## config.mk

```make
export PLATFORM = sky130hd
export DESIGN_NAME = connection_slot_table
export DESIGN_NICKNAME = d
export VERILOG_FILES = /design/src/sv/cst_pkg.sv /design/src/sv/cst_datapath.sv /design/src/sv/cst_ctrl.sv /design/src/sv/connection_slot_table.sv
export VERILOG_INCLUDE_DIRS = /design/src /design/src/sv
export SDC_FILE = /design/constraint.sdc
export NUM_CORES = 1
export LEC_CHECK = 0
export BUFFER_PORTS_ARGS = -buffer_cell sky130_fd_sc_hd__buf_2
export CAP_MARGIN = 20
export CORE_MARGIN = 2
export CORE_UTILIZATION = 45
export CTS_BUF_LIST = sky130_fd_sc_hd__clkbuf_4
export DETAILED_ROUTE_END_ITERATION = 8
export PLACE_DENSITY_LB_ADDON = 0.12
export SLEW_MARGIN = 30
export SYNTH_ARGS = -nofsm -noshare
export SYNTH_HDL_FRONTEND = slang
export SYNTH_HIERARCHICAL = 1
export SYNTH_SLANG_ARGS = --single-unit
export TNS_END_PERCENT = 5
```

## constraint.sdc

```tcl
create_clock -name clk_i -period 5.3 [get_ports clk_i]
set_input_delay 0.53 -clock clk_i [delete_from_list [all_inputs] [get_ports clk_i]]
set_output_delay 0.53 -clock clk_i [all_outputs]
set_load 0.03 [all_outputs]
```

## src/sv/connection_slot_table_assert.svh

```systemverilog
// ----------------------------------------------------------------------------
// Connection slot table assertion macros
// Concurrent assertion wrappers clocked on clk_i and disabled during reset.
// ----------------------------------------------------------------------------
`ifndef CONNECTION_SLOT_TABLE_ASSERT_SVH
`define CONNECTION_SLOT_TABLE_ASSERT_SVH

`ifndef ASSERT_OFF
`define CST_ASSERT(label, prop) \
  label: assert property (@(posedge clk_i) disable iff (!rst_ni) (prop)) \
    else $error("connection_slot_table: assertion failed");
`define CST_ASSERT_NEVER(label, expr) \
  label: assert property (@(posedge clk_i) disable iff (!rst_ni) !(expr)) \
    else $error("connection_slot_table: forbidden condition");
`else
`define CST_ASSERT(label, prop)
`define CST_ASSERT_NEVER(label, expr)
`endif

`endif

```

## src/sv/cst_pkg.sv

```systemverilog
// ----------------------------------------------------------------------------
// Connection slot table package
// Sizes, command codes and the control/status bundles shared by the modules.
// ----------------------------------------------------------------------------
package cst_pkg;

  localparam int SLOT_COUNT  = 8;
  localparam int IDX_W       = (SLOT_COUNT > 1) ? $clog2(SLOT_COUNT) : 1;
  localparam int CMD_W       = 3;
  localparam int HANDLE_W    = 12;
  localparam int SID_W       = 8;
  localparam int ID_W        = 7;
  localparam int CNT_W       = 7;
  localparam int IN_TDATA_W  = 24;
  localparam int OUT_TDATA_W = 32;

  typedef enum logic [CMD_W-1:0] {
    CMD_ASSIGN = 3'd0,
    CMD_FREE   = 3'd1,
    CMD_FIND   = 3'd2,
    CMD_HANDLE = 3'd3,
    CMD_LIST   = 3'd4
  } cmd_e;

  typedef struct packed {
    logic load_in;
    logic exec_op;
    logic load_hit;
    logic advance;
  } ctrl_cmd_t;

  typedef struct packed {
    logic is_list;
    logic list_empty;
    logic scan_hit;
    logic out_last;
  } dp_status_t;

endpackage

```

## src/sv/cst_datapath.sv

```systemverilog
// ----------------------------------------------------------------------------
// Connection slot table datapath
// Slot store, occupancy count, scan pointer and the result register.
// ----------------------------------------------------------------------------
module cst_datapath (
  input  logic                    clk_i,
  input  logic                    rst_ni,
  input  cst_pkg::ctrl_cmd_t      ctl_i,
  output cst_pkg::dp_status_t     status_o,
  input  logic [cst_pkg::CMD_W-1:0]    cmd_i,
  input  logic [cst_pkg::HANDLE_W-1:0] conn_handle_i,
  input  logic [cst_pkg::SID_W-1:0]    short_id_i,
  output logic                         found_o,
  output logic [cst_pkg::ID_W-1:0]     result_id_o,
  output logic [cst_pkg::HANDLE_W-1:0] result_handle_o,
  output logic                         last_o,
  output logic                         full_res_o,
  output logic                         empty_res_o,
  output logic [cst_pkg::CNT_W-1:0]    occupied_count_o
);
  import cst_pkg::*;

  function automatic logic [IDX_W-1:0] first_set(input logic [SLOT_COUNT-1:0] v);
    logic [IDX_W-1:0] idx;
    idx = '0;
    for (int i = SLOT_COUNT - 1; i >= 0; i--) begin
      if (v[i]) idx = IDX_W'(i);
    end
    return idx;
  endfunction

  logic [SLOT_COUNT-1:0] occ_q, occ_d;
  logic [HANDLE_W-1:0]   hmem_q [SLOT_COUNT];
  logic [CNT_W-1:0]      cnt_q, cnt_d;

  cmd_e                  op_q;
  logic [HANDLE_W-1:0]   hdl_q;
  logic [SID_W-1:0]      sid_q;
  logic [IDX_W-1:0]      ptr_q;

  logic                  found_q;
  logic [ID_W-1:0]       id_q;
  logic [HANDLE_W-1:0]   rhdl_q;
  logic                  last_q;
  logic [CNT_W-1:0]      cnt_out_q;

  logic [SLOT_COUNT-1:0] free_vec, match_vec, excl_vec, qual_vec, above_vec;
  logic [IDX_W-1:0]      free_idx, match_idx;
  logic                  sid_ok, wr_en, more;
  logic                  nf;
  logic [ID_W-1:0]       nid;
  logic [HANDLE_W-1:0]   nh;

  always_comb begin
    for (int i = 0; i < SLOT_COUNT; i++) begin
      match_vec[i] = occ_q[i] && (hmem_q[i] == hdl_q);
      excl_vec[i]  = (sid_q == SID_W'(i + 1));
      above_vec[i] = (IDX_W'(i) > ptr_q);
    end
  end

  assign free_vec  = ~occ_q;
  assign free_idx  = first_set(free_vec);
  assign match_idx = first_set(match_vec);
  assign qual_vec  = occ_q & ~excl_vec;
  assign more      = |(qual_vec & above_vec);
  assign sid_ok    = (sid_q != '0) && (sid_q <= SID_W'(SLOT_COUNT));

  always_comb begin
    occ_d = occ_q;
    cnt_d = cnt_q;
    wr_en = 1'b0;
    nf    = 1'b0;
    nid   = '0;
    nh    = '0;
    case (op_q)
      CMD_ASSIGN: begin
        if (|free_vec) begin
          occ_d[free_idx] = 1'b1;
          cnt_d           = cnt_q + CNT_W'(1);
          wr_en           = 1'b1;
          nf              = 1'b1;
          nid             = ID_W'(free_idx) + ID_W'(1);
        end
      end
      CMD_FREE: begin
        if (|match_vec) begin
          occ_d[match_idx] = 1'b0;
          cnt_d            = cnt_q - CNT_W'(1);
          nf               = 1'b1;
          nid              = ID_W'(match_idx) + ID_W'(1);
        end
      end
      CMD_FIND: begin
        if (|match_vec) begin
          nf  = 1'b1;
          nid = ID_W'(match_idx) + ID_W'(1);
        end
      end
      CMD_HANDLE: begin
        if (sid_ok && occ_q[ptr_q]) begin
          nf  = 1'b1;
          nid = sid_q[ID_W-1:0];
          nh  = hmem_q[ptr_q];
        end
      end
      default: ;
    endcase
  end

  always_ff @(posedge clk_i or negedge rst_ni) begin
    if (!rst_ni) begin
      occ_q <= '0;
      cnt_q <= '0;
    end else if (ctl_i.exec_op) begin
      occ_q <= occ_d;
      cnt_q <= cnt_d;
    end
  end

  always_ff @(posedge clk_i) begin
    if (ctl_i.load_in) begin
      op_q  <= cmd_e'(cmd_i);
      hdl_q <= conn_handle_i;
      sid_q <= short_id_i;
      ptr_q <= (cmd_e'(cmd_i) == CMD_LIST) ? '0 : IDX_W'(short_id_i - SID_W'(1));
    end else if (ctl_i.advance) begin
      ptr_q <= ptr_q + IDX_W'(1);
    end

    if (ctl_i.exec_op && wr_en) begin
      hmem_q[free_idx] <= hdl_q;
    end

    if (ctl_i.exec_op) begin
      found_q   <= nf;
      id_q      <= nid;
      rhdl_q    <= nh;
      last_q    <= 1'b1;
      cnt_out_q <= cnt_d;
    end else if (ctl_i.load_hit) begin
      found_q   <= 1'b1;
      id_q      <= ID_W'(ptr_q) + ID_W'(1);
      rhdl_q    <= hmem_q[ptr_q];
      last_q    <= !more;
      cnt_out_q <= cnt_q;
    end
  end

  assign status_o.is_list    = (op_q == CMD_LIST);
  assign status_o.list_empty = (qual_vec == '0);
  assign status_o.scan_hit   = qual_vec[ptr_q];
  assign status_o.out_last   = last_q;

  assign found_o          = found_q;
  assign result_id_o      = id_q;
  assign result_handle_o  = rhdl_q;
  assign last_o           = last_q;
  assign occupied_count_o = cnt_out_q;
  assign full_res_o       = (cnt_out_q == CNT_W'(SLOT_COUNT));
  assign empty_res_o      = (cnt_out_q == '0);

endmodule

```

## src/sv/cst_ctrl.sv

```systemverilog
// ----------------------------------------------------------------------------
// Connection slot table controller
// Sequences accept, execute, list scan and result delivery.
// ----------------------------------------------------------------------------
module cst_ctrl (
  input  logic                clk_i,
  input  logic                rst_ni,
  input  logic                s_valid_i,
  output logic                s_ready_o,
  output logic                m_valid_o,
  input  logic                m_ready_i,
  input  cst_pkg::dp_status_t status_i,
  output cst_pkg::ctrl_cmd_t  ctl_o
);
  import cst_pkg::*;

  localparam logic [1:0] ST_IDLE = 2'd0;
  localparam logic [1:0] ST_EXEC = 2'd1;
  localparam logic [1:0] ST_SCAN = 2'd2;
  localparam logic [1:0] ST_OUT  = 2'd3;

  logic [1:0] state_q, state_d;

  always_comb begin
    state_d   = state_q;
    ctl_o     = '0;
    s_ready_o = 1'b0;
    m_valid_o = 1'b0;
    unique case (state_q)
      ST_IDLE: begin
        s_ready_o = 1'b1;
        if (s_valid_i) begin
          ctl_o.load_in = 1'b1;
          state_d       = ST_EXEC;
        end
      end
      ST_EXEC: begin
        if (status_i.is_list && !status_i.list_empty) begin
          state_d = ST_SCAN;
        end else begin
          ctl_o.exec_op = 1'b1;
          state_d       = ST_OUT;
        end
      end
      ST_SCAN: begin
        if (status_i.scan_hit) begin
          ctl_o.load_hit = 1'b1;
          state_d        = ST_OUT;
        end else begin
          ctl_o.advance = 1'b1;
        end
      end
      ST_OUT: begin
        m_valid_o = 1'b1;
        if (m_ready_i) begin
          if (status_i.out_last) begin
            state_d = ST_IDLE;
          end else begin
            ctl_o.advance = 1'b1;
            state_d       = ST_SCAN;
          end
        end
      end
      default: state_d = ST_IDLE;
    endcase
  end

  always_ff @(posedge clk_i or negedge rst_ni) begin
    if (!rst_ni) begin
      state_q <= ST_IDLE;
    end else begin
      state_q <= state_d;
    end
  end

endmodule

```

## src/sv/connection_slot_table.sv

```systemverilog
// ----------------------------------------------------------------------------
// Connection slot table
// Maps link handles to short ids (slot index plus one) with first-free
// allocation, release, lookups in both directions and a listing command.
// ----------------------------------------------------------------------------
// One command is in flight at a time. Assign, free, id and handle lookups
// deliver their single item once the execute state has registered the
// result, and the next command is taken the cycle after that item is
// consumed. A list walks the slot table with a scan pointer, one slot per
// cycle while no listed item waits to be taken; when no slot qualifies it
// returns a single not-found item. Every item carries the occupancy count,
// full and empty as they stand after the command. Slot occupancy clears at
// reset; no clearing pass is needed.
`include "connection_slot_table_assert.svh"

module connection_slot_table (
  input  logic                               clk_i,
  input  logic                               rst_ni,
  input  logic                               s_axis_tvalid_i,
  output logic                               s_axis_tready_o,
  // [11:0] conn_handle, [19:12] short_id, [23:20] zero
  input  logic [cst_pkg::IN_TDATA_W-1:0]     s_axis_tdata_i,
  // [2:0] cmd
  input  logic [cst_pkg::CMD_W-1:0]          s_axis_tuser_i,
  output logic                               m_axis_tvalid_o,
  input  logic                               m_axis_tready_i,
  // [6:0] result_id, [18:7] result_handle, [19] full_res, [20] empty_res,
  // [27:21] occupied_count, [31:28] zero
  output logic [cst_pkg::OUT_TDATA_W-1:0]    m_axis_tdata_o,
  // [0] found
  output logic [0:0]                         m_axis_tuser_o,
  output logic                               m_axis_tlast_o
);
  import cst_pkg::*;

  ctrl_cmd_t           ctl;
  dp_status_t          status;
  logic                found;
  logic [ID_W-1:0]     result_id;
  logic [HANDLE_W-1:0] result_handle;
  logic                full_res, empty_res;
  logic [CNT_W-1:0]    occupied_count;

  cst_ctrl u_ctrl (
    .clk_i     (clk_i),
    .rst_ni    (rst_ni),
    .s_valid_i (s_axis_tvalid_i),
    .s_ready_o (s_axis_tready_o),
    .m_valid_o (m_axis_tvalid_o),
    .m_ready_i (m_axis_tready_i),
    .status_i  (status),
    .ctl_o     (ctl)
  );

  cst_datapath u_datapath (
    .clk_i            (clk_i),
    .rst_ni           (rst_ni),
    .ctl_i            (ctl),
    .status_o         (status),
    .cmd_i            (s_axis_tuser_i),
    .conn_handle_i    (s_axis_tdata_i[HANDLE_W-1:0]),
    .short_id_i       (s_axis_tdata_i[HANDLE_W+SID_W-1:HANDLE_W]),
    .found_o          (found),
    .result_id_o      (result_id),
    .result_handle_o  (result_handle),
    .last_o           (m_axis_tlast_o),
    .full_res_o       (full_res),
    .empty_res_o      (empty_res),
    .occupied_count_o (occupied_count)
  );

  assign m_axis_tuser_o = found;
  assign m_axis_tdata_o = {
    (OUT_TDATA_W - ID_W - HANDLE_W - 2 - CNT_W)'(0),
    occupied_count, empty_res, full_res, result_handle, result_id
  };

  `CST_ASSERT_NEVER(a_one_item_at_a_time, s_axis_tready_o && m_axis_tvalid_o)
  `CST_ASSERT(a_miss_has_no_id, (m_axis_tvalid_o && !found) |-> (result_id == '0))
  `CST_ASSERT(a_full_matches_count,
              (m_axis_tvalid_o && full_res) |-> (occupied_count == CNT_W'(SLOT_COUNT)))
  `CST_ASSERT(a_id_in_range,
              m_axis_tvalid_o |-> (result_id <= ID_W'(SLOT_COUNT)))

endmodule
```

==> impl_metrics.tcl <==
set metrics [dict create \
    cts_buffers 17 \
    via_per_inst 5.74 \
    tightest_slew_ns 0.981 \
    final_nets 716 \
    ir_worst_vdd_uv 256 \
    postCtsSetupBuffers 0 \
    worstSetupPathType "reg2reg" \
    finalClockSkew_ns 0.0252 \
    yosys.area_share.simple_pct 11.0 \
    ys_warn_count 6 \
    post-place-ws_ns 1.39 \
    rsz0062_at_grt "no" \
    max_cap_violations 0 \
    setup_violations 0 \
    synth_cell_types 73 \
    grt_max_degree 29 \
    synth.top_cell.area_share_pct 51.8 \
    syn2layout_area_growth_pct 9.06 \
    avgSynthCellArea_um2 13.9 \
    drt-total-wl_mm 19.8 \
    postSynth.asyncResetShare_pct 10.0 \
    hpwl_mm 13.9 \
    worstPathRequired_ns 5.57 \
    grt_usage_pct 20.5 \
    initial_core_util_pct 46.0 \
    whs_ns 0.108 \
    gp_congestion 0.828 \
    layout_min_cycle_time_ns 4.02 \
    syn_inst 620 \
    drtAntennaViolNets 0 \
    cp_slowest_cell "or4_4" \
    fmax_ghz 0.248 \
    crit_path_max_fanout 20 \
    cts.path.max_buffers 2 \
    num_io_pins 67 \
    cp_num_buf_inv 1 \
    most-common-layout-cells "edfxtp_1 (149), xnor2_1 (101), buf_2 (58)" \
    die_w_um 143 \
    synth-xor-area-share_pct 10.8 \
    seq_area_frac_synth_pct 57.7 \
    ys.flop_type "edfxtp_1" \
    hold_path_class "in2reg" \
    htreeDepth 4 \
    final_cells 926 \
    max_stage_delay_ns 0.59 \
    yosysTopAreaCell "edfxtp_1" \
    p_per_area_nw_per_um2 432 \
    post-route-period-util_pct 75.9 \
    synth_top_family_by_area "simple AND/OR/NAND/NOR gates" \
    clk_pin_slew_ns 0.17 \
    avgRoutedWirePerCell_um 21.4 \
    drive_gt1_share_pct 23.7 \
    vias 5319 \
    io_buffer_count 58 \
    layout_commonest_cell "edfxtp_1" \
    firstDrtPassIters 5 \
    ys_ff_latch 170 \
    grt_overflow 0 \
    core-area_um2 18800 \
    crit_chain "or4_4 > nor3b_2 > nand2_1 > o21a_1 > o22ai_1 > nand4_1 > nor2_1 > nand2b_4 > and3b_2 > nand2_1 > nor2_1 > nand3_1 > nor3_2 > buf_4" \
    cp.arrival_ns 4.30 \
    fin_setup_tns_ns 0 \
    drtIter0Drc 488 \
    clock_latency_ns 0.58 \
    status "complete, no violations" \
    synth_area_um2 8630 \
    cpLargestDelayFamily "simple AND/OR/NAND/NOR gates" \
    die_y_um 143 \
    cp-end-kind "flip-flop" \
    cts_sinks 170 \
    synth-edff-count 149 \
    tritoncts "yes" \
    synth_compound_area_share_pct 6.54 \
    grt_pass1_wl_mm 30.8 \
    synthAdderAreaFrac_pct 1.01 \
    max_slew_margin_pct 34.1 \
    grt_pass1_vias 5338 \
    slew_violations 0 \
    cts_root_buf "clkbuf_4" \
    drc 0 \
    setup_ws_ns 1.28 \
    cp-start-kind "flip-flop" \
    post-place-cells 892 \
    antenna_found_initial 1 \
    hold_viol_final 0 \
    synth.area.top_cells "edfxtp_1 (52%), xnor2_1 (10%), mux4_2 (7.3%), dfrtp_1 (4.9%), nor2_1 (1.8%)" \
    rows 50 \
    die-area_um2 20300 \
    synth_mux_area_share_pct 9.06 \
    power.leakage_nw 3.28 \
]
[where the power goes]
group | total [mW] | switching, mW | internal [mW]
logic | 1.34 | 0.807 | 0.530
registers | 1.94 | 0.217 | 1.72
clock network | 0.793 | 0.532 | 0.262
[kinds of logic (layout without fill, tap and decap cells)]
logic type                 count (synthesis)  in the layout
buffers and inverters                     59            125
and+or+nand+nor                          155            155
muxes                                     43             43
adders and majority gates                  7              7
other                                      2              8
AOI/OAI and AO/OA                         78             78
DFF                                      170            170
xor gates and xnor gates                 106            106
[stage by stage]
stage	util, %	cell area, um^2	power [mW]
floorplan	-	8650	2.92
global placement	48.4	9090	3.29
detailed placement	48.4	9090	3.31
CTS	50.1	9410	4.11
global route	50.2	9410	4.29
finish	50.2	9410	4.07
[what timing repair did]
item / 4_1_cts / 5_1_grt
hold endpoints to repair: 17 / 0
hold buffers: 1 / 0
gates resized for setup: 0 / 0
endpoints found under the setup margin: 0 / 0
[registers in the layout, summed over array words and instances, names as in the netlist, named ones only]
| signal | count |
|---|---|
| u_datapath/hmem_q | 96 |
| u_datapath/hdl_q | 12 |
| u_datapath/result_handle_o | 12 |
| u_datapath/occ_q | 8 |
| u_datapath/sid_q | 8 |
| u_datapath/cnt_q | 7 |
| u_datapath/occupied_count_o | 7 |
| u_datapath/result_id_o | 7 |
| u_datapath/op_q | 3 |
| u_datapath/ptr_q | 3 |
| u_ctrl/state_q | 2 |
| u_datapath/found_o | 1 |
| u_datapath/last_o | 1 |
[synth_stat cells (10+ instances only)]
| cell | instances |
|---|---|
| edfxtp_1 | 149 |
| xnor2_1 | 101 |
| nor2_1 | 41 |
| nand2_1 | 31 |
| mux4_2 | 28 |
| inv_1 | 22 |
| nand4_1 | 21 |
| dfrtp_1 | 17 |
| a21oi_1 | 15 |
| mux2i_1 | 14 |
| clkbuf_1 | 13 |
| nand3_1 | 13 |
| o21ai_0 | 11 |
| buf_6 | 10 |
[final cells by class]
class | instances | area (um^2)
clock buffer | 17 | 128
fill | 1634 | 9350
sequential | 170 | 4980
clock inverter | 15 | 180
tap | 234 | 293
timing repair buffer | 71 | 390
inverter | 22 | 82.6
antenna | 1 | 2.50
multi-input combinational | 396 | 3360
[layer usage]
layer	global-route usage (%)	wire length (um)
met4	4.53	209
met1	28.9	9120
met5	0	0
met2	33.2	9510
met3	3.84	1000
[final timing paths]
| path | from | endpoint | slack (ns) | cells after the start |
|---|---|---|---|---|
| min in group asynchronous | rst_ni | u_ctrl/state_q[1] | 0.40 | 2 |
| min | s_axis_tdata_i[9] | u_datapath/hdl_q[9] | 0.11 | 1 |
| max in group asynchronous | rst_ni | u_datapath/cnt_q[0] | 4.57 | 2 |
| max | u_datapath/sid_q[5] | u_datapath/hmem_q[3][0] | 1.28 | 14 |
| max reg2reg | u_datapath/sid_q[5] | u_datapath/hmem_q[3][0] | 1.28 | 14 |
| min reg2reg | u_datapath/cnt_q[6] | u_datapath/cnt_q[6] | 0.48 | 1 |
No activity file was read; power rests on OpenSTA's default activity.
